===== src/hw/rtl/teq_pkg.sv =====
`timescale 1ns / 1ps
// ----------------------------------------------------------------------------
// teq_pkg: timed event queue shared definitions
// mode codes, default sizes and the result word layout
// ----------------------------------------------------------------------------
package teq_pkg;

  localparam int SLOTS_DEF     = 16;
  localparam int KIND_BITS_DEF = 4;

  localparam int MODE_W  = 2;
  localparam int TIME_W  = 64;
  localparam int KIND_W  = 4;

  localparam logic [MODE_W-1:0] MODE_TICK    = 2'd0;
  localparam logic [MODE_W-1:0] MODE_ENQ_ABS = 2'd1;
  localparam logic [MODE_W-1:0] MODE_ENQ_REL = 2'd2;
  localparam logic [MODE_W-1:0] MODE_REMOVE  = 2'd3;

  typedef struct packed {
    logic              fired;
    logic [KIND_W-1:0] fired_kind;
    logic [TIME_W-1:0] fired_time;
    logic              found;
    logic [TIME_W-1:0] remaining;
    logic              full_error;
  } res_t;

endpackage


===== src/hw/rtl/timed_event_queue_top.sv =====
`timescale 1ns / 1ps
// ----------------------------------------------------------------------------
// timed_event_queue_top: time-sorted typed event queue with a running count
// tick: add the amount to the count; if the head's time is below it, fire the head and
//   move the other entries down; enqueue: write an empty table directly, flag a full
//   one, else scan from the tail moving entries up; remove: scan for the kind, move later ones down
// one word at a time: a new word is taken only once the last is done; the slot table has a
//   single read and write port and moves one entry per cycle
// result word is registered and offered once the output register is free
// reset: count zero and table empty; slot contents are not cleared
// ----------------------------------------------------------------------------
module timed_event_queue_top #(
  parameter int SLOTS     = teq_pkg::SLOTS_DEF,
  parameter int KIND_BITS = teq_pkg::KIND_BITS_DEF
) (
  input  logic                       clk,
  input  logic                       rst_n,
  input  logic                       in_valid,
  output logic                       in_stall,
  input  logic [teq_pkg::MODE_W-1:0] in_mode,
  input  logic [teq_pkg::TIME_W-1:0] in_amount,
  input  logic [teq_pkg::KIND_W-1:0] in_kind,
  output logic                       out_valid,
  input  logic                       out_stall,
  output logic                       out_fired,
  output logic [teq_pkg::KIND_W-1:0] out_fired_kind,
  output logic [teq_pkg::TIME_W-1:0] out_fired_time,
  output logic                       out_found,
  output logic [teq_pkg::TIME_W-1:0] out_remaining,
  output logic                       out_full_error
);

  localparam int IDX_W  = $clog2(SLOTS);
  localparam int OCC_W  = $clog2(SLOTS + 1);
  localparam int KW     = (KIND_BITS < teq_pkg::KIND_W) ? KIND_BITS : teq_pkg::KIND_W;
  localparam int KPW    = teq_pkg::KIND_W;
  localparam int TW     = teq_pkg::TIME_W;

  localparam logic [3:0] ST_IDLE  = 4'd0;
  localparam logic [3:0] ST_TADD  = 4'd1;
  localparam logic [3:0] ST_THEAD = 4'd2;
  localparam logic [3:0] ST_ICALC = 4'd3;
  localparam logic [3:0] ST_ISCAN = 4'd4;
  localparam logic [3:0] ST_ILAST = 4'd5;
  localparam logic [3:0] ST_RSCAN = 4'd6;
  localparam logic [3:0] ST_SHDN  = 4'd7;
  localparam logic [3:0] ST_DONE  = 4'd8;

  logic [3:0]                 state_r, state_nxt;
  logic [TW-1:0]              now_r, now_nxt;
  logic [OCC_W-1:0]           occ_r, occ_nxt;
  logic [IDX_W-1:0]           p_r, p_nxt;
  logic [TW-1:0]              amt_r, amt_nxt;
  logic [KW-1:0]              kind_r, kind_nxt;
  logic [teq_pkg::MODE_W-1:0] mode_r, mode_nxt;
  teq_pkg::res_t              res_r, res_nxt;

  logic [TW-1:0]              slot_time_mem [SLOTS];
  logic [KW-1:0]              slot_kind_mem [SLOTS];
  logic [TW-1:0]              rd_time_r;
  logic [KW-1:0]              rd_kind_r;

  logic                       mem_we;
  logic [IDX_W-1:0]           mem_waddr;
  logic [TW-1:0]              mem_wtime;
  logic [KW-1:0]              mem_wkind;
  logic [IDX_W-1:0]           mem_raddr;

  logic [OCC_W-1:0]           p_ext;
  logic                       last;
  logic [IDX_W-1:0]           p_inc;
  logic [IDX_W-1:0]           p_dec;
  logic [TW-1:0]              ins_time;
  logic                       out_load;

  assign p_ext    = OCC_W'(p_r);
  assign last     = ((p_ext + OCC_W'(1)) == occ_r);
  assign p_inc    = p_r + IDX_W'(1);
  assign p_dec    = p_r - IDX_W'(1);
  assign ins_time = (mode_r == teq_pkg::MODE_ENQ_REL) ? (now_r + amt_r) : amt_r;
  assign in_stall = (state_r != ST_IDLE);
  assign out_load = (state_r == ST_DONE) && (!out_valid || !out_stall);

  always_comb begin
    state_nxt = state_r;
    now_nxt   = now_r;
    occ_nxt   = occ_r;
    p_nxt     = p_r;
    amt_nxt   = amt_r;
    kind_nxt  = kind_r;
    mode_nxt  = mode_r;
    res_nxt   = res_r;
    mem_we    = 1'b0;
    mem_waddr = p_r;
    mem_wtime = amt_r;
    mem_wkind = kind_r;
    mem_raddr = p_r;
    case (state_r)
      ST_IDLE: begin
        mem_raddr = '0;
        if (in_valid) begin
          amt_nxt  = in_amount;
          kind_nxt = in_kind[KW-1:0];
          mode_nxt = in_mode;
          res_nxt  = '0;
          p_nxt    = '0;
          case (in_mode)
            teq_pkg::MODE_TICK:    state_nxt = ST_TADD;
            teq_pkg::MODE_ENQ_ABS: state_nxt = ST_ICALC;
            teq_pkg::MODE_ENQ_REL: state_nxt = ST_ICALC;
            default: begin
              state_nxt = (occ_r == '0) ? ST_DONE : ST_RSCAN;
            end
          endcase
        end
      end
      ST_TADD: begin
        now_nxt   = now_r + amt_r;
        mem_raddr = '0;
        p_nxt     = '0;
        state_nxt = ST_THEAD;
      end
      ST_THEAD: begin
        mem_raddr = p_inc;
        state_nxt = ST_DONE;
        if ((occ_r != '0) && (rd_time_r < now_r)) begin
          res_nxt.fired      = 1'b1;
          res_nxt.fired_kind = KPW'(rd_kind_r);
          res_nxt.fired_time = rd_time_r;
          if (last) begin
            occ_nxt = occ_r - OCC_W'(1);
          end else begin
            p_nxt     = p_inc;
            state_nxt = ST_SHDN;
          end
        end
      end
      ST_ICALC: begin
        amt_nxt = ins_time;
        if (occ_r == OCC_W'(SLOTS)) begin
          res_nxt.full_error = 1'b1;
          state_nxt          = ST_DONE;
        end else if (occ_r == '0) begin
          mem_we    = 1'b1;
          mem_waddr = '0;
          mem_wtime = ins_time;
          occ_nxt   = occ_r + OCC_W'(1);
          state_nxt = ST_DONE;
        end else begin
          mem_raddr = IDX_W'(occ_r - OCC_W'(1));
          p_nxt     = IDX_W'(occ_r - OCC_W'(1));
          state_nxt = ST_ISCAN;
        end
      end
      ST_ISCAN: begin
        mem_we    = 1'b1;
        mem_waddr = p_inc;
        mem_raddr = p_dec;
        if (rd_time_r >= amt_r) begin
          mem_wtime = rd_time_r;
          mem_wkind = rd_kind_r;
          if (p_r == '0) begin
            state_nxt = ST_ILAST;
          end else begin
            p_nxt = p_dec;
          end
        end else begin
          occ_nxt   = occ_r + OCC_W'(1);
          state_nxt = ST_DONE;
        end
      end
      ST_ILAST: begin
        mem_we    = 1'b1;
        mem_waddr = '0;
        occ_nxt   = occ_r + OCC_W'(1);
        state_nxt = ST_DONE;
      end
      ST_RSCAN: begin
        mem_raddr = p_inc;
        if (rd_kind_r == kind_r) begin
          res_nxt.found     = 1'b1;
          res_nxt.remaining = rd_time_r - now_r;
          if (last) begin
            occ_nxt   = occ_r - OCC_W'(1);
            state_nxt = ST_DONE;
          end else begin
            p_nxt     = p_inc;
            state_nxt = ST_SHDN;
          end
        end else if (last) begin
          state_nxt = ST_DONE;
        end else begin
          p_nxt = p_inc;
        end
      end
      ST_SHDN: begin
        mem_we    = 1'b1;
        mem_waddr = p_dec;
        mem_wtime = rd_time_r;
        mem_wkind = rd_kind_r;
        mem_raddr = p_inc;
        if (last) begin
          occ_nxt   = occ_r - OCC_W'(1);
          state_nxt = ST_DONE;
        end else begin
          p_nxt = p_inc;
        end
      end
      ST_DONE: begin
        if (out_load) begin
          state_nxt = ST_IDLE;
        end
      end
      default: begin
        state_nxt = ST_IDLE;
      end
    endcase
  end

  // slot table
  always_ff @(posedge clk) begin
    if (mem_we) begin
      slot_time_mem[mem_waddr] <= mem_wtime;
      slot_kind_mem[mem_waddr] <= mem_wkind;
    end
    rd_time_r <= slot_time_mem[mem_raddr];
    rd_kind_r <= slot_kind_mem[mem_raddr];
  end

  always_ff @(posedge clk) begin
    if (!rst_n) begin
      state_r   <= ST_IDLE;
      now_r     <= '0;
      occ_r     <= '0;
      out_valid <= 1'b0;
    end else begin
      state_r <= state_nxt;
      now_r   <= now_nxt;
      occ_r   <= occ_nxt;
      if (out_load) begin
        out_valid <= 1'b1;
      end else if (!out_stall) begin
        out_valid <= 1'b0;
      end
    end
  end

  always_ff @(posedge clk) begin
    p_r    <= p_nxt;
    amt_r  <= amt_nxt;
    kind_r <= kind_nxt;
    mode_r <= mode_nxt;
    res_r  <= res_nxt;
    if (out_load) begin
      out_fired      <= res_r.fired;
      out_fired_kind <= res_r.fired_kind;
      out_fired_time <= res_r.fired_time;
      out_found      <= res_r.found;
      out_remaining  <= res_r.remaining;
      out_full_error <= res_r.full_error;
    end
  end

endmodule


===== config.mk =====
export PLATFORM = sky130hd
export DESIGN_NAME = timed_event_queue_top
export DESIGN_NICKNAME = d
export VERILOG_FILES = /design/src/hw/rtl/teq_pkg.sv /design/src/hw/rtl/timed_event_queue_top.sv
export SDC_FILE = /design/constraint.sdc
export NUM_CORES = 2
export LEC_CHECK = 0
export ABC_AREA = 1
export BUFFER_PORTS_ARGS = -buffer_cell sky130_fd_sc_hd__buf_4
export CORE_MARGIN = 2
export CORE_UTILIZATION = 31
export DETAILED_ROUTE_END_ITERATION = 8
export GPL_ROUTABILITY_DRIVEN = 0
export GPL_TIMING_DRIVEN = 0
export HOLD_SLACK_MARGIN = 0.03
export PLACE_DENSITY = 0.53
export SLEW_MARGIN = 0
export SYNTH_ARGS = -nofsm -noshare
export SYNTH_HDL_FRONTEND = slang
export SYNTH_SLANG_ARGS = --single-unit

===== constraint.sdc =====
create_clock -name clk -period 8.1 [get_ports clk]
set_input_delay 0.405 -clock clk [delete_from_list [all_inputs] [get_ports clk]]
set_output_delay 0.405 -clock clk [all_outputs]
set_load 0.01 [all_outputs]

### Word-level counts from Yosys, hierarchy flattened

Memory sizes are Yosys's and may differ from the RTL's. A register that Yosys moved wholly into a read port is not among the register bits.
Cells that the tools add are included.

| cells by class | value |
|---|---|
| order comparisons | 2 |
| mux-type cells | 55 |
| add/subtract/negate cells | 7 |
| reductions and logical operators | 29 |
| equal/unequal tests | 26 |

Operators with widths:

| kind | count |
|---|---|
| 2-to-1 mux 64 bit | 5 |
| case mux 64 bit (3 select lines) | 1 |
| case mux 69 bit (2 select lines) | 1 |
| 2-to-1 mux 135 bit | 1 |
| case mux 65 bit (2 select lines) | 1 |
| case mux 64 bit (2 select lines) | 1 |
| 2-to-1 mux 4 bit | 21 |
| 2-to-1 mux 69 bit | 1 |
| 2-to-1 mux 65 bit | 1 |
| adder 64 bit | 1 |
| >= comparator 64 bit | 1 |
| < comparator 64 bit | 1 |
| subtractor 64 bit | 1 |
| case mux 4 bit (9 select lines) | 1 |
| case mux 4 bit (4 select lines) | 2 |
| 2-to-1 mux 5 bit | 6 |
| case mux 5 bit (6 select lines) | 1 |
| case mux 4 bit (6 select lines) | 1 |
| inequality test 2 bit (second input constant) | 10 |
| == test 4 x 3 -> 1 bit (second input constant) | 4 |
| case mux 4 bit (2 select lines) | 2 |
| AND reduction 3 bit | 4 |
| nonzero test 6 bit | 2 |
| == test 4 x 2 -> 1 bit (second input constant) | 2 |
| 30 further kinds | 47 |

| storage, ports and cells | value |
|---|---|
| memories kept | 2 |
| memory bits (writable) | 1,088 |
| flip-flop bits (word level) | 418 |
| input port bits | 74 |

Memories:

| memory | depth | width | rd ports | clocked after memory_dff | write ports | line | RTL |
|---|---|---|---|---|---|---|---|
| slot_time_mem | 16 | 64 | 1 | 1 | 1 | timed_event_queue_top.sv:58 | `logic [TW-1:0] slot_time_mem [SLOTS];` |
| slot_kind_mem | 16 | 4 | 1 | 1 | 1 | timed_event_queue_top.sv:59 | `logic [KW-1:0] slot_kind_mem [SLOTS];` |

### Logic depth before layout (Yosys ltp)

| depth | value |
|---|---|
| depth in word-level cells | 6 |
| mapped depth | 21 |

### Worst setup path before layout

No wires, ideal clock.

| timing | value |
|---|---|
| path kind | reg-to-reg |
| start point | register state_r[1] |
| end point | register out_fired (enable) |
| path slack | 0.982 ns |
| arrival time | 6.487 ns |
| stages on the path, launching flop included | 7 |
| period minus slack after synthesis | 7.118 ns |
| setup time | 0.630 ns |
| path through | dfxtp_1 > buf_4 > nor2_1 > inv_1 > nor3_1 > inv_1 > nor2_1 |

| between the ends | value |
|---|---|
| longest elaborated chain between the ends | 2 |

RTL lines:

| what | line | RTL |
|---|---|---|
| start: declaration | timed_event_queue_top.sv:49 | `logic [3:0] state_r, state_nxt;` |
| start signal: assignment | timed_event_queue_top.sv:237 | `state_r <= state_nxt;` |
| == test 4 bit | timed_event_queue_top.sv:82 | `assign out_load = (state_r == ST_DONE) && (!out_valid \|\| !out_stall);` |
| logical AND 1 bit | timed_event_queue_top.sv:82 |  |
| named net out_load | timed_event_queue_top.sv:74 | `logic out_load;` |
| end signal: assignment | timed_event_queue_top.sv:255 | `out_fired <= res_r.fired;` |
| end: declaration | timed_event_queue_top.sv:25 | `output logic out_fired,` |

The timed path passes the listed nets, and every way through them passes these cells.
A chain may end at the register's enable or synchronous reset.

### Worst setup path in the final report

| timing | value |
|---|---|
| start point | register rd_time_r[39] (read register of slot_time_mem) |
| end point | memory slot_time_mem[1][44] (netlist name), data pin |

| between the ends | value |
|---|---|
| longest elaborated chain between the ends | 3 |

RTL lines:

| what | line | RTL |
|---|---|---|
| start: declaration | timed_event_queue_top.sv:60 | `logic [TW-1:0] rd_time_r;` |
| >= comparator 64 bit | timed_event_queue_top.sv:159 | `if (rd_time_r >= amt_r) begin` |
| 2-to-1 mux 64 bit | timed_event_queue_top.sv:159 |  |
| case mux 64 bit (3 select lines) | timed_event_queue_top.sv:98 | `case (state_r)` |
| named net mem_wtime[44] | timed_event_queue_top.sv:65 | `logic [TW-1:0] mem_wtime;` |
| end: declaration | timed_event_queue_top.sv:58 |  |

The timed path passes the listed nets, and every way through them passes these cells.

==> flow_summary.toml <==
[min_path]
holdPathStages = 3
min_to = "amt_r[63]$_DFFE_PP_"
hp-class = "in2reg"
min-delay-start = "in_amount[63]"

[power]
p_leak_uw = 0.0352
vdd_drop_max_v = 0.000176
power.density_nw_per_um2 = 352

[detailed_routing]
drc = 0
vias_per_cell = 5.06
vias = 58300
drt_first_iter_violations = 6244
wl_mm = 272
antenna_left = 0
firstDrtPassIters = 7
wl_per_cell_um = 23.6

[clock_network]
clock_path_buffers = 3
cts_tree = "built"
cts_sinks = 1574
clk_latency_ns = 0.84
cts_setup_buffers = 0
htreeDepth = 4
cts_inserted_buffers = 171
clkTransAtPathRegs_ns = 0.06
cts-root-buf = "clkbuf_16"

[final_layout]
multi_input_area_um2 = 23500
layout.nets = 8453
seq_area_um2 = 45800
drive_gt1_frac = 0.0938
areaGrowthSynthToFinish_pct = 17.7
fillers = 23900
stdcell_count = 11500

[sta]
finalHoldViolCount = 0
finalSetupViolCount = 0
rsz0062_at_grt = "false"
whs_ns = 0.106
timing.final.crit_share = 0.660
finClkSkew_ns = 0.0544
max_freq_mhz = 187
min_period_ns = 5.34
max_slew.worst_pin.slew_ns = 1.38
slew_headroom = 0.0746
slew_violations = 0

[worst_setup_path]
r2r_start = "rd_time_r[39]$_DFF_P_"
start_kind = "flop"
path_class = "reg2reg"
worstPathArrival_ns = 5.56
end_kind = "flop"
reg2reg_slack_ns = 2.76
cp_max_fo = 16
ff2ff_path_depth = 11
r2r_end = "slot_time_mem[1][44]$_DFFE_PP_"
crit_start = "rd_time_r[39]$_DFF_P_"
worstPathRequired_ns = 8.32

[floorplanning]
fp.dieH_um = 497
rows = 180
die_area_um2 = 247000
io_pins = 211
core-area_um2 = 241000
die_w_um = 497
start_util = 0.312

[outcome]
outcome = "completed"

[global_routing]
grt_pass1_vias = 55500
antenna_found_initial = 11
grt_start_max_net_pins = 39
grt_use_total = 0.214
overflow = 0
grt_pass1_wl_mm = 388

[synth]
synth_nets = 7927
postSynthAreaPerCell_um2 = 9.84
synthTopCellsByArea = "edfxtp_1 57%, nand2_1 8.8%, inv_1 6.2%, o211ai_1 5.4%, nand3_1 4.6%"
syn-cell-area_um2 = 75400
synth_most_common_cell = "nand2_1"
synth-main-ff-cell = "edfxtp_1"
synth-edff-count = 1432
synth_top_area_share = 0.571
ys_seq_area_frac = 0.608
synth_common_cells = "1,771 x nand2_1, 1,432 x edfxtp_1, 1,246 x inv_1"
yosysWarnings = 0
async_reset_ff_frac = 0
yosysTopAreaCell = "edfxtp_1"
synthCells = 7655
synth-seq-cells = 1574
synthDistinctLibCells = 55

[placed_design]
io_buffers = 209
dp_hpwl_mm = 204
place_inst = 11100

[run]
maxCapViolations = 0
[metal layers]
layer | vias up | track usage | routed length, µm
met5 | - | 0 | 13
met3 | 593 | 0.0357 | 23000
met1 | 27800 | 0.284 | 112000
li1 | 27100 | - | -
met2 | 2701 | 0.340 | 122000
met4 | 2 | 0.101 | 14300
[metrics by stage]
stage / util / total power, µW / TNS (ns) / area, µm² / setup slack [ns]
floorplan: - / 18100 / 0 / 75400 / 0.982
global placement: 0.335 / 23200 / -2147.98 / 80900 / -3.03
detailed placement: 0.342 / 23400 / 0 / 82500 / 2.87
CTS: 0.367 / 31000 / 0 / 88600 / 2.84
global route: 0.368 / 32700 / 0 / 88700 / 2.58
finish: 0.368 / 31200 / 0 / 88700 / 2.76
[registers in the layout, indices dropped and copies added, names as in the netlist, 5 cells and up]
signal,count
slot_time_mem,1024
res_r,135
amt_r,64
now_r,64
out_fired_time,64
out_remaining,64
rd_time_r,64
slot_kind_mem,64
occ_r,5
[power breakdown]
part | internal, µW | switching [µW] | leakage (µW)
registers | 10400 | 1030 | 0.0143
clock network | 4230 | 3340 | 0.00261
logic | 3290 | 8900 | 0.0183
total | 17900 | 13300 | 0.0352
[worst max path at each step]
| stage | end | cells past startpoint |
|---|---|---|
| CTS | slot_time_mem[14][44]$_DFFE_PP_ | 11 |
| global route | slot_time_mem[0][43]$_DFFE_PP_ | 11 |
| detailed placement | slot_time_mem[15][44]$_DFFE_PP_ | 11 |
| floorplan | out_fired$_DFFE_PP_ | 6 |
| global placement | out_fired_time[42]$_DFFE_PP_ | 6 |
| finish | slot_time_mem[1][44]$_DFFE_PP_ | 11 |
[kinds of logic (layout without fill, tap and decap cells)]
| group | after synthesis | count (layout) | synth area share |
|---|---|---|---|
| flops | 1574 | 1574 | 0.608 |
| fa+ha+maj | 198 | 198 | 0.0331 |
| other cells | 0 | 3 | 0 |
| simple gates | 3022 | 3022 | 0.167 |
| xor+xnor | 49 | 49 | 0.00570 |
| compound gates | 1231 | 1231 | 0.104 |
| buf+inv | 1581 | 2243 | 0.0822 |
[worst max-delay path, cell delays in order, from the launching register on]
cell	delay [ns]
dfxtp_1	0.67
ha_1	0.26
nand4_1	0.15
nor3_1	0.59
nand2_1	0.24
nor3_1	0.19
nand2_1	0.29
nand3_1	0.49
nand2_1	0.29
clkbuf_1	0.43
nand2_1	0.20
nand4_1	0.86
[area by class of cell]
type | instances | area share
Sequential cell | 1574 | 0.517
Multi-Input combinational cell | 4500 | 0.265
Inverter | 1268 | 0.0537
Clock buffer | 221 | 0.0515
Tap cell | 3185 | 0.0449
Timing Repair Buffer | 353 | 0.0420
Buffer | 313 | 0.0161
Clock inverter | 88 | 0.00945
Antenna cell | 3 | 0.0000847
[repair_timing]
action,CTS,global route
hold buffers,69,0
endpoints found under the hold margin,69,0
resized for setup,0,0
[placed cells by master (no fill, tap or decap), types with 32 or more instances in the layout]
cell type	instances
o211ai_1	547
dlygate4sd3_1	69
buf_4	230
nand3_1	692
dfxtp_1	142
clkbuf_1	144
clkinv_1	33
o21ai_0	228
buf_1	32
buf_2	165
a21oi_1	320
edfxtp_1	1432
nand2_1	1770
o21ai_1	32
nor2_1	415
clkbuf_16	171
inv_1	1246
ha_1	196
buf_12	43
nand4_1	42
Note: power is estimated with default switching activity, not from simulation.
